===== src/rtl/core/tas_pkg.sv =====
`default_nettype none

package tas_pkg;

  localparam int MAX_CLASSES = 1024;
  localparam int TOP_K       = 5;
  localparam int PROB_BITS   = 16;
  localparam int IDX_W       = $clog2(MAX_CLASSES);
  localparam int CNT_W       = $clog2(MAX_CLASSES + 1);
  localparam int LABEL_W     = 11;
  localparam int TOTAL_W     = 32;
  localparam int Q_DEPTH     = 2;
  localparam int Q_PTR_W     = $clog2(Q_DEPTH);
  localparam int Q_CNT_W     = $clog2(Q_DEPTH + 1);

  localparam logic [PROB_BITS-1:0]      THRESH_RESET = PROB_BITS'(32768);
  localparam logic signed [LABEL_W-1:0] LABEL_REJECT = -LABEL_W'(2);
  localparam logic signed [LABEL_W-1:0] LABEL_NEG    = -LABEL_W'(1);
  localparam logic [CNT_W-1:0]          CNT_BINARY   = CNT_W'(2);
  localparam logic [CNT_W-1:0]          CNT_MAX      = CNT_W'(MAX_CLASSES);
  localparam logic [TOTAL_W-1:0]        TOTAL_MAX    = '1;

  typedef struct packed {
    logic                 valid;
    logic [PROB_BITS-1:0] prob;
    logic [IDX_W-1:0]     idx;
  } tas_entry_t;

  typedef tas_entry_t [TOP_K-1:0] tas_list_t;

  typedef struct packed {
    tas_list_t                  list;
    logic [CNT_W-1:0]           count;
    logic signed [LABEL_W-1:0]  label;
    logic                       clr;
  } tas_sample_t;

endpackage

`default_nettype wire


===== src/rtl/core/tas_front.sv =====
`default_nettype none

module tas_front (
  input  wire logic                               clk,
  input  wire logic                               rst_n,
  input  wire logic                               in_valid,
  output logic                                    in_stall,
  input  wire logic [tas_pkg::PROB_BITS-1:0]      in_class_prob,
  input  wire logic                               in_class_last,
  input  wire logic signed [tas_pkg::LABEL_W-1:0] in_true_label,
  input  wire logic                               in_clear_totals,
  output logic                                    push_valid,
  output tas_pkg::tas_sample_t                    push_data,
  input  wire logic                               q_full
);
  import tas_pkg::*;

  tas_list_t        list_r, list_nxt, list_ins;
  logic [CNT_W-1:0] count_r, count_nxt, count_inc;
  logic             clr_r, clr_nxt, clr_now;
  logic [TOP_K-1:0] ge, valid_vec;
  logic             accept, active, ins;
  tas_entry_t       new_entry;

  assign in_stall = q_full;
  assign accept   = in_valid && !q_full;
  assign active   = count_r < CNT_MAX;
  assign ins      = active && (in_class_prob != '0);

  assign new_entry.valid = 1'b1;
  assign new_entry.prob  = in_class_prob;
  assign new_entry.idx   = count_r[IDX_W-1:0];

  assign count_inc = active ? count_r + CNT_W'(1) : count_r;
  assign clr_now   = (count_r == '0) ? in_clear_totals : clr_r;

  // Sorted descending; ties keep the earlier (lower index) entry ahead.
  always_comb begin
    for (int j = 0; j < TOP_K; j++) begin
      ge[j]        = list_r[j].valid && (list_r[j].prob >= in_class_prob);
      valid_vec[j] = list_r[j].valid;
    end
    list_ins[0] = (!ins || ge[0]) ? list_r[0] : new_entry;
    for (int j = 1; j < TOP_K; j++) begin
      if (!ins || ge[j]) begin
        list_ins[j] = list_r[j];
      end else if (ge[j-1]) begin
        list_ins[j] = new_entry;
      end else begin
        list_ins[j] = list_r[j-1];
      end
    end
  end

  always_comb begin
    list_nxt   = list_r;
    count_nxt  = count_r;
    clr_nxt    = clr_r;
    push_valid = 1'b0;
    push_data.list  = list_ins;
    push_data.count = count_inc;
    push_data.label = in_true_label;
    push_data.clr   = clr_now;
    if (accept) begin
      if (in_class_last) begin
        // Hand the finished sample to the scorer and start fresh.
        push_valid = 1'b1;
        list_nxt   = '0;
        count_nxt  = '0;
        clr_nxt    = 1'b0;
      end else begin
        list_nxt  = list_ins;
        count_nxt = count_inc;
        clr_nxt   = clr_now;
      end
    end
  end

  always_ff @(posedge clk) begin
    if (!rst_n) begin
      list_r  <= '0;
      count_r <= '0;
      clr_r   <= 1'b0;
    end else begin
      list_r  <= list_nxt;
      count_r <= count_nxt;
      clr_r   <= clr_nxt;
    end
  end

  a_valid_prefix: assert property (@(posedge clk) disable iff (!rst_n)
    (valid_vec & (valid_vec + TOP_K'(1))) == '0)
    else $error("top list valid bits are not a prefix");

  a_empty_at_start: assert property (@(posedge clk) disable iff (!rst_n)
    (count_r == '0) |-> (valid_vec == '0))
    else $error("top list holds entries before first class");

endmodule

`default_nettype wire


===== src/rtl/core/tas_queue.sv =====
`default_nettype none

module tas_queue (
  input  wire logic                 clk,
  input  wire logic                 rst_n,
  input  wire logic                 push,
  input  wire tas_pkg::tas_sample_t push_data,
  output logic                      full,
  output logic                      not_empty,
  output tas_pkg::tas_sample_t      head_data,
  input  wire logic                 pop
);
  import tas_pkg::*;

  tas_sample_t        mem_r [Q_DEPTH];
  logic [Q_PTR_W-1:0] wr_ptr_r, wr_ptr_nxt, rd_ptr_r, rd_ptr_nxt;
  logic [Q_CNT_W-1:0] cnt_r, cnt_nxt;

  assign full      = cnt_r == Q_CNT_W'(Q_DEPTH);
  assign not_empty = cnt_r != '0;
  assign head_data = mem_r[rd_ptr_r];

  always_comb begin
    wr_ptr_nxt = wr_ptr_r;
    rd_ptr_nxt = rd_ptr_r;
    cnt_nxt    = cnt_r;
    if (push) begin
      wr_ptr_nxt = (wr_ptr_r == Q_PTR_W'(Q_DEPTH - 1)) ? '0 : wr_ptr_r + Q_PTR_W'(1);
    end
    if (pop) begin
      rd_ptr_nxt = (rd_ptr_r == Q_PTR_W'(Q_DEPTH - 1)) ? '0 : rd_ptr_r + Q_PTR_W'(1);
    end
    if (push && !pop) begin
      cnt_nxt = cnt_r + Q_CNT_W'(1);
    end else if (pop && !push) begin
      cnt_nxt = cnt_r - Q_CNT_W'(1);
    end
  end

  always_ff @(posedge clk) begin
    if (push) begin
      mem_r[wr_ptr_r] <= push_data;
    end
  end

  always_ff @(posedge clk) begin
    if (!rst_n) begin
      wr_ptr_r <= '0;
      rd_ptr_r <= '0;
      cnt_r    <= '0;
    end else begin
      wr_ptr_r <= wr_ptr_nxt;
      rd_ptr_r <= rd_ptr_nxt;
      cnt_r    <= cnt_nxt;
    end
  end

  a_no_overflow: assert property (@(posedge clk) disable iff (!rst_n)
    push |-> !full)
    else $error("sample queue written while full");

  a_no_underflow: assert property (@(posedge clk) disable iff (!rst_n)
    pop |-> not_empty)
    else $error("sample queue read while empty");

endmodule

`default_nettype wire


===== src/rtl/core/tas_back.sv =====
`default_nettype none

module tas_back (
  input  wire logic                               clk,
  input  wire logic                               rst_n,
  input  wire logic                               cfg_valid,
  output logic                                    cfg_ready,
  input  wire logic [tas_pkg::PROB_BITS-1:0]      cfg_prob_threshold,
  input  wire logic                               head_valid,
  input  wire tas_pkg::tas_sample_t               head_data,
  output logic                                    pop,
  output logic                                    out_valid,
  input  wire logic                               out_stall,
  output logic                                    out_top1_hit,
  output logic                                    out_top5_hit,
  output logic signed [tas_pkg::LABEL_W-1:0]      out_predicted_class,
  output logic [tas_pkg::TOTAL_W-1:0]             out_top1_total,
  output logic [tas_pkg::TOTAL_W-1:0]             out_top5_total
);
  import tas_pkg::*;

  logic [PROB_BITS-1:0]      thr_r;
  logic                      out_valid_r, out_valid_nxt;
  logic                      hit1_r, hit5_r;
  logic signed [LABEL_W-1:0] pred_r;
  logic [TOTAL_W-1:0]        tot1_r, tot1_nxt, tot5_r, tot5_nxt, base1, base5;

  logic                      load, hit1, hit5, label_reject;
  logic [PROB_BITS-1:0]      best_p;
  logic signed [LABEL_W-1:0] pred_raw, pred;
  logic [TOP_K-1:0]          slot_hit;

  assign cfg_ready = 1'b1;
  assign load      = head_valid && (!out_valid_r || !out_stall);
  assign pop       = load;

  assign label_reject = head_data.label == LABEL_REJECT;
  assign best_p   = head_data.list[0].valid ? head_data.list[0].prob : '0;
  assign pred_raw = head_data.list[0].valid ?
                    LABEL_W'({1'b0, head_data.list[0].idx}) : '0;
  assign pred     = (head_data.count == CNT_BINARY && pred_raw == '0) ? LABEL_NEG : pred_raw;
  assign hit1     = (best_p >= thr_r) ? (pred == head_data.label) : label_reject;

  // All slots are checked in parallel, so any slot hit scores the sample.
  always_comb begin
    for (int k = 0; k < TOP_K; k++) begin
      if (!head_data.list[k].valid) begin
        slot_hit[k] = 1'b0;
      end else if (head_data.list[k].prob >= thr_r) begin
        slot_hit[k] = !head_data.label[LABEL_W-1] &&
                      (head_data.label[LABEL_W-2:0] == (LABEL_W-1)'(head_data.list[k].idx));
      end else begin
        slot_hit[k] = label_reject;
      end
    end
  end
  assign hit5 = |slot_hit;

  assign base1    = head_data.clr ? '0 : tot1_r;
  assign base5    = head_data.clr ? '0 : tot5_r;
  assign tot1_nxt = (hit1 && base1 != TOTAL_MAX) ? base1 + TOTAL_W'(1) : base1;
  assign tot5_nxt = (hit5 && base5 != TOTAL_MAX) ? base5 + TOTAL_W'(1) : base5;

  always_comb begin
    out_valid_nxt = out_valid_r;
    if (load) begin
      out_valid_nxt = 1'b1;
    end else if (!out_stall) begin
      out_valid_nxt = 1'b0;
    end
  end

  always_ff @(posedge clk) begin
    if (!rst_n) begin
      thr_r       <= THRESH_RESET;
      out_valid_r <= 1'b0;
      tot1_r      <= '0;
      tot5_r      <= '0;
    end else begin
      if (cfg_valid && cfg_ready) begin
        thr_r <= cfg_prob_threshold;
      end
      out_valid_r <= out_valid_nxt;
      if (load) begin
        tot1_r <= tot1_nxt;
        tot5_r <= tot5_nxt;
      end
    end
  end

  always_ff @(posedge clk) begin
    if (load) begin
      hit1_r <= hit1;
      hit5_r <= hit5;
      pred_r <= pred;
    end
  end

  assign out_valid           = out_valid_r;
  assign out_top1_hit        = hit1_r;
  assign out_top5_hit        = hit5_r;
  assign out_predicted_class = pred_r;
  assign out_top1_total      = tot1_r;
  assign out_top5_total      = tot5_r;

endmodule

`default_nettype wire


===== src/rtl/core/top5_accuracy_scorer.sv =====
// Top-k accuracy scorer with reject threshold. Class probabilities (unsigned
// Q0.16) stream in one per clock while the input is not stalled, in class
// order; the item with class_last set closes the sample and produces one
// result carrying top-1/top-5 hits, the argmax class (0 reported as -1 for
// two-class samples) and saturating running hit totals. Throughput is one
// item per clock while not stalled, set by the front list update, which
// compares each probability against all five sorted slots combinationally.
// The transfer of the last item writes the sample into a two-entry queue;
// from there it is scored into the output register once that register is
// empty or its result is being taken. The input stalls only while that
// queue is full, i.e. when results back up behind a stalled output.
// Write prob_threshold only while no sample is in flight.
`default_nettype none

module top5_accuracy_scorer (
  input  wire logic                               clk,
  input  wire logic                               rst_n,
  input  wire logic                               cfg_valid,
  output logic                                    cfg_ready,
  input  wire logic [tas_pkg::PROB_BITS-1:0]      cfg_prob_threshold,
  input  wire logic                               in_valid,
  output logic                                    in_stall,
  input  wire logic [tas_pkg::PROB_BITS-1:0]      in_class_prob,
  input  wire logic                               in_class_last,
  input  wire logic signed [tas_pkg::LABEL_W-1:0] in_true_label,
  input  wire logic                               in_clear_totals,
  output logic                                    out_valid,
  input  wire logic                               out_stall,
  output logic                                    out_top1_hit,
  output logic                                    out_top5_hit,
  output logic signed [tas_pkg::LABEL_W-1:0]      out_predicted_class,
  output logic [tas_pkg::TOTAL_W-1:0]             out_top1_total,
  output logic [tas_pkg::TOTAL_W-1:0]             out_top5_total
);
  import tas_pkg::*;

  logic        push_valid, q_full, q_not_empty, pop;
  tas_sample_t push_data, head_data;

  tas_front u_front (
    .clk             (clk),
    .rst_n           (rst_n),
    .in_valid        (in_valid),
    .in_stall        (in_stall),
    .in_class_prob   (in_class_prob),
    .in_class_last   (in_class_last),
    .in_true_label   (in_true_label),
    .in_clear_totals (in_clear_totals),
    .push_valid      (push_valid),
    .push_data       (push_data),
    .q_full          (q_full)
  );

  tas_queue u_queue (
    .clk       (clk),
    .rst_n     (rst_n),
    .push      (push_valid),
    .push_data (push_data),
    .full      (q_full),
    .not_empty (q_not_empty),
    .head_data (head_data),
    .pop       (pop)
  );

  tas_back u_back (
    .clk                 (clk),
    .rst_n               (rst_n),
    .cfg_valid           (cfg_valid),
    .cfg_ready           (cfg_ready),
    .cfg_prob_threshold  (cfg_prob_threshold),
    .head_valid          (q_not_empty),
    .head_data           (head_data),
    .pop                 (pop),
    .out_valid           (out_valid),
    .out_stall           (out_stall),
    .out_top1_hit        (out_top1_hit),
    .out_top5_hit        (out_top5_hit),
    .out_predicted_class (out_predicted_class),
    .out_top1_total      (out_top1_total),
    .out_top5_total      (out_top5_total)
  );

endmodule

`default_nettype wire


===== config.mk =====
export PLATFORM = sky130hd
export DESIGN_NAME = top5_accuracy_scorer
export DESIGN_NICKNAME = d
export VERILOG_FILES = /design/src/rtl/core/tas_pkg.sv /design/src/rtl/core/tas_front.sv /design/src/rtl/core/tas_queue.sv /design/src/rtl/core/tas_back.sv /design/src/rtl/core/top5_accuracy_scorer.sv
export SDC_FILE = /design/constraint.sdc
export NUM_CORES = 1
export LEC_CHECK = 0
export ABC_AREA = 0
export BUFFER_PORTS_ARGS = -buffer_cell sky130_fd_sc_hd__buf_2
export CAP_MARGIN = 0
export CORE_ASPECT_RATIO = 0.9
export CORE_UTILIZATION = 25
export CTS_CLUSTER_SIZE = 30
export DETAILED_ROUTE_END_ITERATION = 10
export PLACE_DENSITY = 0.38
export SETUP_SLACK_MARGIN = 0.15
export SYNTH_ARGS = -nofsm -noshare
export SYNTH_HDL_FRONTEND = slang
export SYNTH_SLANG_ARGS = --single-unit

===== constraint.sdc =====
create_clock -name clk -period 12.2 [get_ports clk]
set_clock_uncertainty 0.1 [all_clocks]
set_input_delay 0.61 -clock clk [delete_from_list [all_inputs] [get_ports clk]]
set_output_delay 0.61 -clock clk [all_outputs]
set_load 0.1 [all_outputs]

==> summary.md <==
The clock reaches the later pin of the worst-skew pair after 0.64 ns. The maximum number of pins on one net before global-route repair was 105. Across all register-to-register paths, the minimum setup slack is 6.58 ns.

The logs give 72 for the clock buffer count from CTS and 12040 for the count of fill cells added during filler insertion. The tool flagged a number of max-cap violations equal to 0. After technology mapping, the gate count stands at 2764.

The logs give 1608 for the number of violations reported at the end of detailed-routing iteration 0 and 562 for the CTS sink count. The number of cells traversed by the worst hold path works out to 1. The worst setup path is launched from a register. The die is 327.2 microns tall. The worst relative slew slack came out at 0.2455.

The tools report the library cell used as clock root buffer as clkbuf_16. The register bit count reported by yosys is 562. Relative to the synthesized area, the layout overhead comes to 15.44%. Input and output buffers added on the ports amount to 128. Yosys mapped a number of flops with a built-in enable equal to 329. On the worst path, the slowest cell contributes a delay of 0.87 ns.

The tools report the full die area as 0.1189 sq mm. The share of the clock period used by the worst path after layout is 0.4605, and the area of placed instances is 0.03167 sq mm. The logs give 0 for the total overflow reported by the global router and 4329 for the total instance count after detailed placement. The signal on the critical path passes through buf_4 > mux2_2 > ha_1 > a21oi_1 > o21ai_0 > a41oi_1 > a211oi_1 > nor3_1 > nor4_1 > nand4_2 > nand4b_1 > mux2i_1. The count of buffering cells on the critical path with inverters included was 1; the arrival time at the worst endpoint was 6.10 ns.

In the synthesized netlist the dominant register cell turns out to be edfxtp_1. Number of global-route vias before repair: 21410. The clock tree synthesis step divided the H-tree into 3 levels. The total count of hold-check failures in the final report is 0, and the detailed placer's ending HPWL is 73.30 mm. STA puts the critical path data required time at 12.68 ns. The total DRC errors in the routed layout was 0; the actual slew at the worst max-slew pin was 1.132 ns.

At the end of the flow, the number of nets in the layout was 3074. The number of max-slew violations in the final report was 0; the net count of the mapped netlist was 2995. The final design instance area without fill is 0.03391 sq mm, and the hold-fix buffer count after cts is 0.

The cell family contributing the most delay on the critical path is simple AND/OR/NAND/NOR gates. In the final routed layout, each cell accounts on average for 22.77 microns. The critical path crosses 12 cells after its start point. The endpoint identified for the worst register-to-register timing path is u_back.out_top5_total[27]. The met3 wire length was 5.342 mm.

The Yosys step of the flow raised 0 warnings. Adding up every negative setup slack in the final design gives 0 ns. The effective utilization at floorplan is 0.2538. The highest layer touched by signal routing is met5. The number of gates resized after CTS was 0. The first global-routing pass estimated 147.3 mm of wire. Power spread over the standard cell area amounts to 159.1 mW/mm^2.

In this run the static leakage power is 13.04 nW. The final route contains 22230 vias. Among all stages on the critical path, the largest delay is contributed by nand4_2. For the number of I/O pins, the log shows 130. The flow ran to the end, and the final reports show no timing, DRC or antenna violations. TritonCTS built the clock tree. The routed via count divided by cell count was 4.980; the synthesized cell area was 0.02937 sq mm. The worst-case IR drop observed on VDD is 0.09831 mV. The pre-antenna-repair detailed-routing pass consisted of 6 iterations. After synthesis, the mean cell area works out to 10.63 sq um. The startpoint identified for the worst hold timing path is in_true_label[3].

Setup repair after global routing left no endpoint under its margin. Element type at the critical path end: a register. The routed design uses 44.10 mm of met2 wire. Once detail routing completed, the nets flagged for antenna violations numbered 0. Number of antenna violations at the first check in global routing: 5.

The core region is 0.1158 sq mm. Of all nets on the critical path, the largest fanout is 58. The count of buffers added by post-CTS timing repair for setup is 0. The total global-route track usage is 0.1675, and the number of distinct library cells after synthesis is 87. Wires add up to 101.6 mm.

Share of synthesized registers carrying an async set or reset: 0. For hold timing, the worst endpoint is u_queue.mem_r[1][4]. The worst hold path belongs to the class input port to register. The post-route met1 wirelength is 50.14 mm, and the fraction of final layout cells with drive strength greater than 1 is 0.1471. The run gives 0 as the number of setup violations in the final report. The clock passes through at most 3 buffers.

In this run the horizontal extent of the chip is 363.3 microns. Post-synthesis sequential area ratio: 0.4951. The clock edge transition at the registers on the reported setup and hold paths was 0.06 ns.

The cell depth of the worst flop-to-flop path is 12, and the number of cell rows is 118. Critical path class: register to register. Static timing analysis puts the maximum clock frequency at 0.1780 GHz.

For the number of standard cells in the layout, taps in and fillers out, the log shows 4463. The run gives 0.8086 as the placer's final routability congestion estimate. Post-route minimum period: 5.618 ns.
## worst max path at each step
stage,to,slack (ns)
after global placement,u_back.out_top5_total[27],6.56
after CTS,u_back.out_top5_total[27],6.47
after global routing,u_back.out_top5_total[11],6.21
final,u_back.out_top5_total[27],6.58
after detailed placement,u_back.out_top5_total[27],6.47
after floorplan,u_queue.mem_r[0][0],3.77
## per-layer routing
metal	up-vias	track usage
met5	-	0
met4	4	0.04623
met3	112	0.02793
met2	614	0.2547
met1	11040	0.2427
li1	10460	-
## cell usage after synthesis, drive strengths merged, types with 27 or more instances
cell type	n	area (sq um)
a21o	47	352.8
a21oi	185	940.9
a22o	29	254.0
and2	29	181.4
and3	27	168.9
buf	36	240.2
clkbuf	125	469.2
dfxtp	233	4664
edfxtp	329	9879
ha	181	2265
inv	77	289.0
mux2	111	1254
mux2i	158	1602
nand2	211	794.5
nand2b	29	181.4
nand3	133	665.6
nand4	56	356.6
nor2	219	832.1
nor3	43	215.2
nor4	28	181.4
o21ai	119	595.6
o2bb2ai	80	700.7
xnor2	61	534.3
## registers in the layout (all words and copies together) (netlist names), named ones only
signal,count
u_queue.mem_r,316
u_front.list_r,135
u_back.out_top1_total,32
u_back.out_top5_total,32
u_back.thr_r,16
u_back.out_predicted_class,11
u_front.count_r,11
u_queue.cnt_r,2
u_back.out_top1_hit,1
u_back.out_top5_hit,1
u_back.out_valid,1
u_front.clr_r,1
u_queue.rd_ptr_r,1
u_queue.wr_ptr_r,1
## cell usage in the layout, fill, tap and decap left out, types with 55 or more instances in the layout
cell type  count
buf_2        127
dfxtp_1      232
nand2_1      209
xnor2_1       61
mux2_2       110
nand4_1       55
clkbuf_16     74
o21ai_0      113
inv_1         76
edfxtp_1     329
ha_1         181
nor2_1       213
o2bb2ai_1     80
mux2i_1      155
a21oi_1      180
nand3_1      133
## stage by stage
step	setup WS, ns	hold slack [ns]	power (mW)	utilization
after CTS	6.468	0.01519	5.477	0.2929
after global placement	6.556	0.3463	3.388	0.2736
after detailed placement	6.466	0.3469	3.404	0.2736
after floorplan	3.770	0.3330	3.062	-
after global routing	6.208	0.02473	5.642	0.2929
final	6.582	0.05848	5.396	0.2929
## area by class of cell
type / count / area [sq um] / share of cell area
inverters: 79 / 296.5 / 0.008745
clock buffers: 97 / 2008 / 0.05922
flip-flops and latches: 562 / 14550 / 0.4290
well taps: 1560 / 1952 / 0.05756
diodes: 1 / 2.502 / 0.00007380
clock inverters: 36 / 225.2 / 0.006642
multi-input cells: 1962 / 13950 / 0.4114
repair buffers: 166 / 928.4 / 0.02738
## kinds of logic after synthesis
kind of cell | synth area share
AO/OA/AOI/OAI | 0.1338
XOR/XNOR | 0.02505
adder cells (fa/ha/maj) | 0.07710
buffers and inverters | 0.03425
flip-flops | 0.4951
multiplexers | 0.09721
other | 0.0001277
AND/OR/NAND/NOR | 0.1374
## power by group
| group | internal (mW) | switching, mW |
|---|---|---|
| sequential | 2.14 | 0.0834 |
| clock | 1.16 | 0.878 |
| combinational | 0.350 | 0.783 |
| total | 3.65 | 1.74 |
Note: power is estimated with default switching activity, not from simulation.
